File: src/rtl/ddws_merge.sv
// scales both lane powers to pwm and registers the result
module ddws_merge (
  input  logic               clk_i,
  input  logic               load_i,
  input  logic signed [15:0] pl_i,
  input  logic signed [15:0] pr_i,
  input  logic [7:0]         max_pwm_i,
  output logic signed [8:0]  pwm_l_o,
  output logic signed [8:0]  pwm_r_o,
  output logic               fwd_l_o,
  output logic               fwd_r_o
);
  logic signed [8:0] pl_d, pr_d, pl_q, pr_q;
  logic fl_q, fr_q;

  function automatic logic signed [8:0] scale(logic signed [15:0] p, logic [7:0] m);
    logic signed [24:0] pr;
    logic        [24:0] mag;
    logic        [24:0] q;
    pr  = 25'(p) * 25'($signed({1'b0, m}));
    mag = pr[24] ? 25'(-pr) : 25'(pr);
    q   = mag >> 14;
    return pr[24] ? -9'(q) : 9'(q);
  endfunction

  assign pl_d = scale(pl_i, max_pwm_i);
  assign pr_d = scale(pr_i, max_pwm_i);

  always_ff @(posedge clk_i) begin
    if (load_i) begin
      pl_q <= pl_d;
      pr_q <= pr_d;
      fl_q <= (pl_i > 16'sd0);
      fr_q <= (pr_i > 16'sd0);
    end
  end

  assign pwm_l_o = pl_q;
  assign pwm_r_o = pr_q;
  assign fwd_l_o = fl_q;
  assign fwd_r_o = fr_q;
endmodule

File: config.mk
export PLATFORM = sky130hd
export DESIGN_NAME = ddws_merge
export DESIGN_NICKNAME = d
export VERILOG_FILES = /design/src/rtl/ddws_merge.sv
export SDC_FILE = /design/constraint.sdc
export NUM_CORES = 1
export LEC_CHECK = 0
export BUFFER_PORTS_ARGS = -buffer_cell sky130_fd_sc_hd__buf_2
export CORE_MARGIN = 2
export CORE_UTILIZATION = 65
export CTS_CLUSTER_SIZE = 16
export DETAILED_ROUTE_END_ITERATION = 12
export MAX_ROUTING_LAYER = met4
export PLACE_DENSITY = 0.89
export SLEW_MARGIN = 10
export SYNTH_ARGS = -nofsm -noshare
export SYNTH_HDL_FRONTEND = slang
export SYNTH_SLANG_ARGS = --single-unit
File: constraint.sdc
create_clock -name clk_i -period 9.07 [get_ports clk_i]
set_input_delay 1.814 -clock clk_i [delete_from_list [all_inputs] [get_ports clk_i]]
set_output_delay 1.814 -clock clk_i [all_outputs]
set_load 0.005 [all_outputs]
After elaboration in Yosys (flattened, before gate mapping) --
Index checks and enable logic that the tools add are counted.
Cells by class: add/subtract/negate cells 4, multiply operators 2, $lt $le $gt $ge 2, muxes and demuxes 4
Operator list (count):
- 16-bit by 9-bit multiplier with 25-bit output | 2
- 23-bit two-way mux | 2
- 23-bit negator | 2
- 16-bit by 1-bit > comparator with 1-bit output (second input constant) | 2
- 9-bit two-way mux | 2
- 9-bit negator | 2
Word-level totals: register bits after elaboration 20, input port bits 42, output and inout bits 20

Depth between registers and ports, before layout --
word-level depth 5, mapped depth 29, depth with buffers taken out 27

Worst setup path before layout --
Ideal clock, no wire load.
kind input-to-reg, from in max_pwm_i[2], to reg pl_q[8] (netlist: pwm_l_o[8]), data pin, arrival time 7650 ps, required time 8810 ps, setup slack 1160 ps, cell stages on the path 28, cells stage by stage clkbuf_1 nand2_1 fa_1 inv_1 fa_1 inv_1 fa_1 fa_1 inv_1 ha_1 clkbuf_1 a21o_1 a2111oi_0 nor3_1 nor2_1 o21ai_0 a21o_1 and2_1 clkbuf_1 or2_1 xnor2_1 inv_1 ha_1 nor3b_1 mux2i_1 a21oi_1 mux2i_1 xnor2_1
On the way: cells in the longest elaborated chain, start to end 5
RTL lines:
- start, declared | RTL line 7 | input logic [7:0] max_pwm_i,
- 16-bit by 9-bit multiplier with 25-bit output * | RTL line 20 | pr = 25'(p) * 25'($signed({1'b0, m}));
- 23-bit negator | RTL line 21 | mag = pr[24] ? 25'(-pr) : 25'(pr);
- 23-bit two-way mux | RTL line 21
- 9-bit negator | RTL line 23 | return pr[24] ? -9'(q) : 9'(q);
- 9-bit two-way mux * | RTL line 23
- net pl_d[8] | RTL line 13 | logic signed [8:0] pl_d, pr_d, pl_q, pr_q;
- end signal, assigned | RTL line 31 | pl_q <= pl_d;
- end, declared | RTL line 13
Mark *: on every way through the listed nets, which the timed path passes. The rest lies on a longest branch. A chain may end at the register's enable or synchronous reset.

Final worst setup path --
Ends and elaborated chain as after synthesis.

==> out/qor.yml <==
yosysWarnings: 0
hold_ws_ns: 1.98
ys_ff_latch: 20
syn_avg_cell_area_um2: 8.51
seq_area_frac_synth_pct: 5.46
drtIter0Drc: 684
end_kind: "flip-flop"
firstDrtPassIters: 5
cts_tree: "done"
via_count: 8722
p_leak_uw: 0.00593
drv_slew: 0
period_minus_slack_ns: 8.31
path_max_fanout: 32
vdd_drop_max_uv: 267
fmax_mhz: 120
arrival_ns: 8.33
first_global_vias: 9023
grt-ovfl-total: 0
initial_core_util_pct: 66.3
worst-path-stages: 26
area_growth_pct: 3.94
drcViolationCount: 0
vias_per_cell: 5.74
ios: 62
grt_usage_pct: 27.9
synthesis.nets: 1640
cts_hold_buf: 0
rsz0062_at_grt: "false"
gp_congestion: 0.914
numCtsBuffers: 3
ant_nets: 0
tns_ns: 0
post_drt_wl_per_cell_um: 15.2
antenna_found_initial: 2
core-area_mm2: 0.0166
drv_cap: 0
ys.flop_type: "edfxtp_1"
period_share_pct: 91.6
htree_levels: 1
fin_nets: 1647
n_fill_cell: 1274
hold_path_class: "in2reg"
async_flop_share_pct: 0
finalHoldViolCount: 0
post_cts_buffers: 0
row_count: 47
cts.clk_slew.worst_paths_ns: 0.06
status: "finished clean"
crit_required_ns: 9.09
die_w_um: 134
crit_slowest_cell: "fa_1"
cts-root-buf: "clkbuf_16"
drive_gt1_share_pct: 6.48
place_hpwl_um: 18900
grt_pass1_wl_um: 40200
clock_sinks: 20
wl_um: 23100
clock_path_buffers: 2
final_common_cell: "inv_1"
startpoint: "max_pwm_i[2]"
portBuffers: 61
crit_family: "adder cells"
worstSetupEndpoint: "pwm_l_o[8]"
finalSetupViolCount: 0
synth_edf_count: 20
synthCells: 1292
worstSetupPathType: "in2reg"
ctsResizeCount: 0
worst-path-buf-inv: 5
max-slew-margin-rel_pct: 48.4
startpoint_type: "input pin"
powerDensity_mw_per_mm2: 377
chipHeight_um: 134
synthesis.area_mm2: 0.0110
die_area_mm2: 0.0180
layout_common_cells: "296 x inv_1, 204 x fa_1, 154 x nand2_1"
synth_cell_types: 75
grt_max_degree: 33
critPathMaxStageDelay_ns: 0.56
tightest_slew_ns: 0.764
[layout make-up]
| cell class | count | area [um2] | share of cell area, % |
|---|---|---|---|
| clock buffer | 3 | 75.1 | 0.657 |
| inverter | 296 | 1110 | 9.72 |
| antenna | 2 | 5.00 | 0.0438 |
| sequential | 20 | 601 | 5.26 |
| timing repair buffer | 62 | 313 | 2.74 |
| multi-input combinational | 916 | 9050 | 79.2 |
| tap | 220 | 275 | 2.41 |
[power by group]
part           leakage (uW)  internal [uW]  switching [uW]
registers          0.000196            263            9.05
clock network     0.0000370           58.5            38.1
logic               0.00570           1690            2250
[through the flow]
stage	area [um2]	worst slack (ns)	utilization, %	std cells	power [uW]
floorplan	11000	1.16	-	1292	3430
global placement	11300	0.768	68.4	1514	3970
detailed placement	11300	0.582	68.4	1514	4150
CTS	11400	0.843	68.9	1517	4280
global route	11400	0.259	68.9	1519	4820
finish	11400	0.757	68.9	1519	4310
[kinds of logic after synthesis]
| logic type | after synthesis | share of synthesized area (%) |
|---|---|---|
| AO/OA/AOI/OAI | 139 | 9.07 |
| XOR/XNOR | 56 | 4.46 |
| adder cells (fa/ha/maj) | 306 | 48.8 |
| buffers and inverters | 356 | 12.2 |
| flip-flops | 20 | 5.46 |
| multiplexers | 9 | 0.854 |
| AND/OR/NAND/NOR | 406 | 19.2 |
[sequential cells by signal (all words and copies together) (netlist names)]
| signal | count |
|---|---|
| fwd_l_o | 1 |
| fwd_r_o | 1 |
| pwm_l_o | 9 |
| pwm_r_o | 9 |
[worst min path at each step]
stage / startpoint / end / slack (ns) / cells past startpoint
finish: pl_i[15] / fwd_l_o / 1.98 / 2
global route: pr_i[15] / fwd_r_o / 1.99 / 2
CTS: pr_i[15] / fwd_r_o / 1.96 / 2
detailed placement: pwm_r_o[1] / pwm_r_o[1] / 2.21 / 1
global placement: pwm_r_o[7] / pwm_r_o[7] / 2.21 / 1
floorplan: load_i / fwd_l_o / 1.93 / 0
[metal layers]
metal | global-route usage [%] | routed length [um] | vias to the layer above
met5 | - | 0 | -
met4 | 8.77 | 603 | 0
met3 | 3.17 | 1620 | 53
met2 | 46.4 | 11600 | 361
met1 | 36.3 | 9350 | 4321
li1 | - | - | 3987
[Yosys cell counts (3+ instances only)]
cell | n | share of area (%)
a211oi_1 | 8 | 0.55
a21o_1 | 17 | 1.2
a21oi_1 | 33 | 1.5
a41oi_1 | 3 | 0.24
and2_1 | 130 | 7.4
clkbuf_1 | 56 | 1.9
edfxtp_1 | 20 | 5.5
fa_1 | 204 | 37
ha_1 | 102 | 12
inv_1 | 296 | 10
mux2_2 | 3 | 0.31
mux2i_1 | 6 | 0.55
nand2_1 | 154 | 5.3
nand2b_1 | 12 | 0.68
nand3_1 | 15 | 0.68
nand4_1 | 7 | 0.40
nor2_1 | 29 | 0.99
nor2b_1 | 5 | 0.28
nor3_1 | 9 | 0.41
nor3b_1 | 7 | 0.48
nor4_1 | 15 | 0.85
o211ai_1 | 5 | 0.34
o21ai_0 | 22 | 1.0
o21bai_1 | 11 | 0.75
o31ai_1 | 3 | 0.20
or3_1 | 3 | 0.17
xnor2_1 | 37 | 2.9
xor2_1 | 19 | 1.5
Note: power is estimated with default switching activity, not from simulation.
