==> config.mk <==
export PLATFORM = sky130hd
export DESIGN_NAME = ddws_lane
export DESIGN_NICKNAME = d
export VERILOG_FILES = /design/src/rtl/ddws_pkg.sv /design/src/rtl/ddws_lane.sv
export SDC_FILE = /design/constraint.sdc
export NUM_CORES = 2
export LEC_CHECK = 0
export ABC_CLOCK_PERIOD_IN_PS = 12560
export BUFFER_PORTS_ARGS = -buffer_cell sky130_fd_sc_hd__buf_2
export CAP_MARGIN = 20
export CORE_ASPECT_RATIO = 0.5
export CORE_UTILIZATION = 45
export CTS_BUF_LIST = sky130_fd_sc_hd__clkbuf_4 sky130_fd_sc_hd__clkbuf_8
export DETAILED_ROUTE_END_ITERATION = 6
export PLACE_DENSITY = 0.72
export SETUP_SLACK_MARGIN = 0.2
export SYNTH_ARGS = -nofsm -noshare
export SYNTH_HDL_FRONTEND = slang
export SYNTH_SLANG_ARGS = --single-unit
==> constraint.sdc <==
create_clock -name clk_i -period 12.56 [get_ports clk_i]
set_input_delay 1.884 -clock clk_i [delete_from_list [all_inputs] [get_ports clk_i]]
set_output_delay 1.884 -clock clk_i [all_outputs]
set_load 0.01 [all_outputs]
==> src/rtl/ddws_pkg.sv <==
package ddws_pkg;

  localparam int unsigned CfgIdxW = 3;

  localparam logic [2:0] RegGainP     = 3'd0;
  localparam logic [2:0] RegGainD     = 3'd1;
  localparam logic [2:0] RegGainPrev  = 3'd2;
  localparam logic [2:0] RegGainCorr  = 3'd3;
  localparam logic [2:0] RegAccel     = 3'd4;
  localparam logic [2:0] RegRadius    = 3'd5;
  localparam logic [2:0] RegWheelBase = 3'd6;
  localparam logic [2:0] RegMaxPwm    = 3'd7;

  localparam logic [1:0] ReqTick   = 2'd0;
  localparam logic [1:0] ReqSet    = 2'd1;
  localparam logic [1:0] ReqStop   = 2'd2;
  localparam logic [1:0] ReqUnused = 2'd3;

  localparam logic signed [15:0] RadiusSpinLeft  = -16'sd32768;
  localparam logic signed [15:0] RadiusSpinRight = -16'sd32767;

  localparam logic signed [15:0] PowOne = 16'sd16384;

  typedef struct packed {
    logic              start;
    logic              idle;
    logic signed [47:0] corr;
  } lane_ctl_t;

endpackage

==> src/rtl/ddws_lane.sv <==
// one wheel: error, p/d/prev terms accumulated one after another, power update
module ddws_lane #(
  parameter int unsigned TickRateHz = 1024,
  parameter int unsigned FracBits   = 12
) (
  input  logic               clk_i,
  input  logic               rst_ni,
  input  ddws_pkg::lane_ctl_t ctl_i,
  input  logic               clear_i,
  input  logic signed [15:0] meas_i,
  input  logic signed [16:0] tgt_i,
  input  logic signed [15:0] gain_p_i,
  input  logic signed [15:0] gain_d_i,
  input  logic signed [15:0] gain_prev_i,
  output logic               done_o,
  output logic signed [15:0] power_o
);
  localparam int unsigned PowShift = FracBits - 6;
  localparam int PowOneL = 16384;

  logic signed [15:0] power_q, power_d;
  logic signed [16:0] prev_q, prev_d;
  logic signed [16:0] err_q, err_d;
  logic signed [63:0] acc_q, acc_d;
  logic signed [15:0] mg;
  logic signed [17:0] mv;
  logic signed [33:0] prod_q, prod_d;
  logic [2:0]         ph_q, ph_d;
  logic               done_q, done_d;
  logic signed [17:0] ediff;
  logic signed [17:0] ev;
  logic signed [63:0] mag;
  logic signed [63:0] rnd;
  logic               neg;

  assign ev    = 18'(meas_i) - 18'(tgt_i);
  assign ediff = 18'(err_q) - 18'(prev_q);

  always_comb begin
    mg = gain_p_i;
    mv = 18'(err_q);
    case (ph_q)
      3'd1: begin mg = gain_p_i;    mv = 18'(err_q); end
      3'd2: begin mg = gain_d_i;    mv = ediff;      end
      3'd3: begin mg = gain_prev_i; mv = 18'(prev_q); end
      default: begin mg = gain_p_i; mv = 18'(err_q); end
    endcase
  end

  always_comb begin
    power_d = power_q;
    prev_d  = prev_q;
    err_d   = err_q;
    acc_d   = acc_q;
    ph_d    = ph_q;
    done_d  = 1'b0;
    prod_d  = 34'(mg) * 34'(mv);
    neg     = acc_q[63];
    mag     = neg ? -acc_q : acc_q;
    rnd     = (mag + 64'(1 << PowShift) / 2) >>> PowShift;
    if (clear_i) begin
      power_d = '0;
    end else if (ctl_i.start) begin
      if (ctl_i.idle) begin
        power_d = '0;
        done_d  = 1'b1;
      end else begin
        err_d = ev[16:0];
        acc_d = (64'(power_q) <<< PowShift) + 64'(ctl_i.corr);
        ph_d  = 3'd1;
      end
    end else begin
      case (ph_q)
        3'd2: acc_d = acc_q + 64'(prod_q);
        // d term is scaled by the tick rate
        3'd3: acc_d = acc_q + 64'(51'(prod_q) * $signed(51'(TickRateHz)));
        3'd4: begin
          acc_d = acc_q + 64'(prod_q);
        end
        3'd5: begin
          if (neg) rnd = -rnd;
          if (rnd > 64'(PowOneL)) power_d = ddws_pkg::PowOne;
          else if (rnd < -64'(PowOneL)) power_d = -ddws_pkg::PowOne;
          else power_d = rnd[15:0];
          prev_d = err_q;
          done_d = 1'b1;
        end
        default: ;
      endcase
      if (ph_q != 3'd0) ph_d = (ph_q == 3'd5) ? 3'd0 : ph_q + 3'd1;
    end
  end

  always_ff @(posedge clk_i or negedge rst_ni) begin
    if (!rst_ni) begin
      power_q <= '0;
      prev_q  <= '0;
      ph_q    <= '0;
      done_q  <= 1'b0;
    end else begin
      power_q <= power_d;
      prev_q  <= prev_d;
      ph_q    <= ph_d;
      done_q  <= done_d;
    end
  end

  always_ff @(posedge clk_i) begin
    err_q  <= err_d;
    acc_q  <= acc_d;
    prod_q <= prod_d;
  end

  assign done_o  = done_q;
  assign power_o = power_q;
endmodule

* Yosys cells after proc, flatten, opt, wreduce, memory -nomap -nowiden *
Index checks and enable logic that the tools add are counted.

operators by class
  bitwise logic cells = 3
  reduce and logical (&&, ||, !) cells = 10
  eq/ne operators = 6
  $add $sub $neg = 9
  multipliers = 1
  magnitude comparators = 2
  mux-type cells = 24

operator list
  operator                 count
  $mux W64                 7
  $pmux W64 S2             1
  $mux W16                 6
  $add A64 B34 Y64         1
  $add A64 B44 Y64         1
  $add A64 B7 Y64 const B  1
  $gt A64 B16 Y1 const B   1
  $lt A64 B15 Y1 const B   1
  $neg A58 Y64             1
  $neg A64 Y64             1
  $add A22 B48 Y49         1
  $pmux W18 S2             1
  $mul A16 B18 Y34         1
  $pmux W16 S2             1
  $sub A17 B17 Y18         1
  $sub A16 B17 Y17         1
  $mux W3                  4
  $reduce_and A3 Y1        4
  $reduce_bool A3 Y1       3
  $eq A3 B2 Y1 const B     2
  $eq A3 B3 Y1 const B     2
  $mux W1                  4
  $add A3 B1 Y3 const B    1
  $ne A3 B2 Y1 const B     1
  5 further kinds          7

word-level totals
  word-level logic and storage cells = 62
  bits of input ports = 134
  register bits after elaboration = 152
  output and inout port bits = 17

* Depth between registers and ports, before layout *
  word-level depth = 14
  depth in mapped cells = 41
  depth with buffers taken out = 41

* Worst setup path before layout *
Ideal clock, no wire load.

  kind = register -> register
  start = reg prev_q[1]
  end = reg prod_q[32]
  path buffers = 0
  arrival time = 9.119 ns
  library setup time = 0.072 ns
  slack = 3.369 ns
  stages on the path, launching flop included = 41
  cell sequence = dfrtp_1 > inv_1 > ha_1 > nor2b_1 > o21ai_0 > a21boi_0 > o21ai_0 > a21boi_0 > o21ai_0 > a21boi_0 > o21ai_0 > a21boi_0 > o21ai_0 > a21boi_0 > o21ai_0 > a21boi_0 > nor2_1 > a221oi_1 > [... 5 more ...] > inv_1 > fa_1 > fa_1 > inv_1 > fa_1 > inv_1 > ha_1 > and2_1 > a31o_2 > a31oi_1 > a211oi_1 > o311a_1 > o21ai_0 > a21boi_0 > nor4_1 > o41ai_1 > a21oi_1 > xnor2_1

between the ends
  word-level cells in the longest chain between the ends = 3

ends and longest elaborated chain
  what                    RTL line          text
  from (decl)             ddws_lane.sv:22   logic signed [16:0] prev_q, prev_d;
  from (signal assigned)  ddws_lane.sv:102  prev_q <= prev_d;
  $sub A17 B17 Y18        ddws_lane.sv:37   assign ediff = 18'(err_q) - 18'(prev_q);
  $pmux W18 S2 (*)        ddws_lane.sv:42   case (ph_q)
  $mul A16 B18 Y34 (*)    ddws_lane.sv:57   prod_d = 34'(mg) * 34'(mv);
  via prod_d[32]          ddws_lane.sv:27   logic signed [33:0] prod_q, prod_d;
  to (signal assigned)    ddws_lane.sv:111  prod_q <= prod_d;
  to (decl)               ddws_lane.sv:27

Mark *: on every way through the listed nets, which the timed path passes. The rest lies on a longest branch.
A chain may end at the register's enable or synchronous reset.

* Worst setup path after layout *
Ends and elaborated chain as after synthesis.

==> impl_metrics.tcl <==
set metrics [dict create \
    cp.required_ns 13.00 \
    first_iter_violations 2435 \
    clock_latency_ns 0.53 \
    slew_viol_final 0 \
    synth_cells 3896 \
    grt_use_total_pct 26.52 \
    die_y_um 188.8 \
    rsz0062_at_grt "no" \
    clockBufferDepth 2 \
    drc 1 \
    yosysUniqueCellTypes 103 \
    crit_path_start_kind "flip-flop" \
    synthTopCellsByCount "inv_1 (449), nor2_1 (449), nand2_1 (302)" \
    hold_viol 0 \
    die_w_um 375.5 \
    cts.sink_count 152 \
    vias_per_cell 5.926 \
    slowest_delay_ns 0.62 \
    ys_ff_latch 152 \
    slew_headroom_pct 18.07 \
    fin_crit_sh_pct 84.16 \
    avgSynthCellArea_um2 8.058 \
    rows 68 \
    r2r_slack_ns 1.99 \
    cts.htree.levels 4 \
    cts_resized 0 \
    cp-end-kind "flip-flop" \
    synth-edff-count 81 \
    antenna_found_initial 1 \
    synthArstFlopShare_pct 24.34 \
    cap_violations 0 \
    wl_per_cell_um 19.10 \
    cts_tree "yes" \
    status "finished with violations" \
    cts_buffers 17 \
    clock.fmax_mhz 94.60 \
    synth_nets 4580 \
    start_util_pct 45.50 \
    hold_buffers 0 \
    port_buffers 150 \
    wl_um 94170 \
    setup_viol 0 \
    grt_pass1_vias 28317 \
    dp.final_hpwl_um 75960 \
    dr.pass1.iters 7 \
    syn2layout_area_growth_pct 6.975 \
    cp_common_cell "o21ai_0" \
    synth_warnings 0 \
    synth_top_area_share_pct 18.49 \
    io_pins 151 \
    synth_area_mm2 0.03139 \
    core_mm2 0.06900 \
    fin_nets 4655 \
    grt-ovfl-total 0 \
    gp_congestion 0.9802 \
    cts_setup_buffers 0 \
    vias 29214 \
    root_buffer "clkbuf_8" \
    drive_gt1_share_pct 8.183 \
    grt_max_degree 71 \
    clk_pin_slew_ns 0.10 \
    worst_pin_slew_ns 1.229 \
    min_path_type "flip-flop to flip-flop" \
    crit_slowest_cell "a41oi_1" \
    cp_max_fo 7 \
    period_minus_slack_ns 10.57 \
    antenna_left 0 \
    die-area_mm2 0.07089 \
    arrival_ns 11.01 \
    yosysTopAreaCell "fa_1" \
    worstSetupPathType "flip-flop to flip-flop" \
    violations "design-rule violations" \
    seq_area_frac_synth_pct 12.87 \
    tns_ns 0 \
    synthFlopType "edfxtp_1" \
    grt_pass1_wl_um 151100 \
    synth_area_leaders "fa_1 (18%), ha_1 (10%), edfxtp_1 (7.7%), inv_1 (5.4%), nor2_1 (5.4%)" \
    skew_ns 0.03193 \
]
## critical path, delay by kind of cell (launching register included)
family	cells	cell delay, ns
adder cells (fa/ha/maj)	8	3.75
XOR/XNOR	1	0.13
flip-flops	1	0.41
AND/OR/NAND/NOR	4	1.04
buffers and inverters	4	0.22
AO/OA/AOI/OAI	22	4.91
## kinds of logic after synthesis
kind of cell,after synthesis,synth area share (%)
AO/OA/AOI/OAI,976,21.63
multiplexers,15,0.4942
XOR/XNOR,298,8.338
AND/OR/NAND/NOR,1310,20.51
buffers and inverters,593,7.246
adder cells (fa/ha/maj),552,28.92
flip-flops,152,12.87
## cells in the final DEF, fill, tap and decap left out, types with 28 or more instances in the layout
master / count
xnor2_1: 176
xor2_1: 121
nor4_1: 34
o21ai_0: 198
nor2b_1: 40
or2_2: 28
or3_1: 41
a211oi_1: 48
dfrtp_1: 37
a31oi_1: 40
a21boi_0: 30
buf_4: 50
o31ai_1: 44
nor2_1: 448
inv_1: 448
nand3_1: 74
dfxtp_1: 34
a21oi_1: 209
nand2_1: 302
buf_2: 149
a21o_1: 67
edfxtp_1: 81
and3_1: 40
nand4_1: 31
ha_1: 260
nor3_1: 93
nand2b_1: 48
fa_1: 290
## sequential cells by signal, indices dropped and copies added (netlist names)
register  cells
acc_q        64
prod_q       34
err_q        17
prev_q       17
power_o      16
ph_q          3
done_o        1
## layer usage
layer / routed length, µm / vias up / GRT usage [%]
li1: - / 13910 / -
met1: 41560 / 14028 / 36.22
met2: 42740 / 1098 / 43.00
met3: 6956 / 178 / 4.025
met4: 2917 / 0 / 8.650
met5: 0 / - / 0
## stage by stage
stage | instance area, µm² | util (%) | setup slack [ns] | hold slack (ns) | instances
finish | 33580 | 48.67 | 1.989 | 0.5535 | 4930
global route | 33580 | 48.67 | 1.061 | 0.5763 | 4930
CTS | 33560 | 48.64 | 2.067 | 0.5507 | 4928
detailed placement | 33180 | 48.09 | 2.156 | 0.5352 | 4896
global placement | 33180 | 48.09 | 2.447 | 0.5212 | 4896
floorplan | 31390 | - | 3.369 | 0.4796 | 3896
## final timing paths
path,start,depth (start not counted),end
hold / removal,err_q[16],2,prev_q[16]
min in group asynchronous,rst_ni,1,power_o[3]
hold reg to reg,err_q[16],2,prev_q[16]
max in group asynchronous,rst_ni,2,prev_q[2]
setup reg to reg,prev_q[1],39,prod_q[32]
setup / recovery,prev_q[1],39,prod_q[32]
## cell type report
cell class	instances	area (µm²)
antenna	1	2.502
clock buffer	18	241.5
clock inverter	14	135.1
fill	6627	35420
inverter	449	1685
multi-input combinational	3151	25160
sequential	152	4039
tap	945	1182
timing repair buffer	200	1141
Power is not shown: default switching activity piles up to over one toggle a cycle in this logic, so the estimate is an artifact.
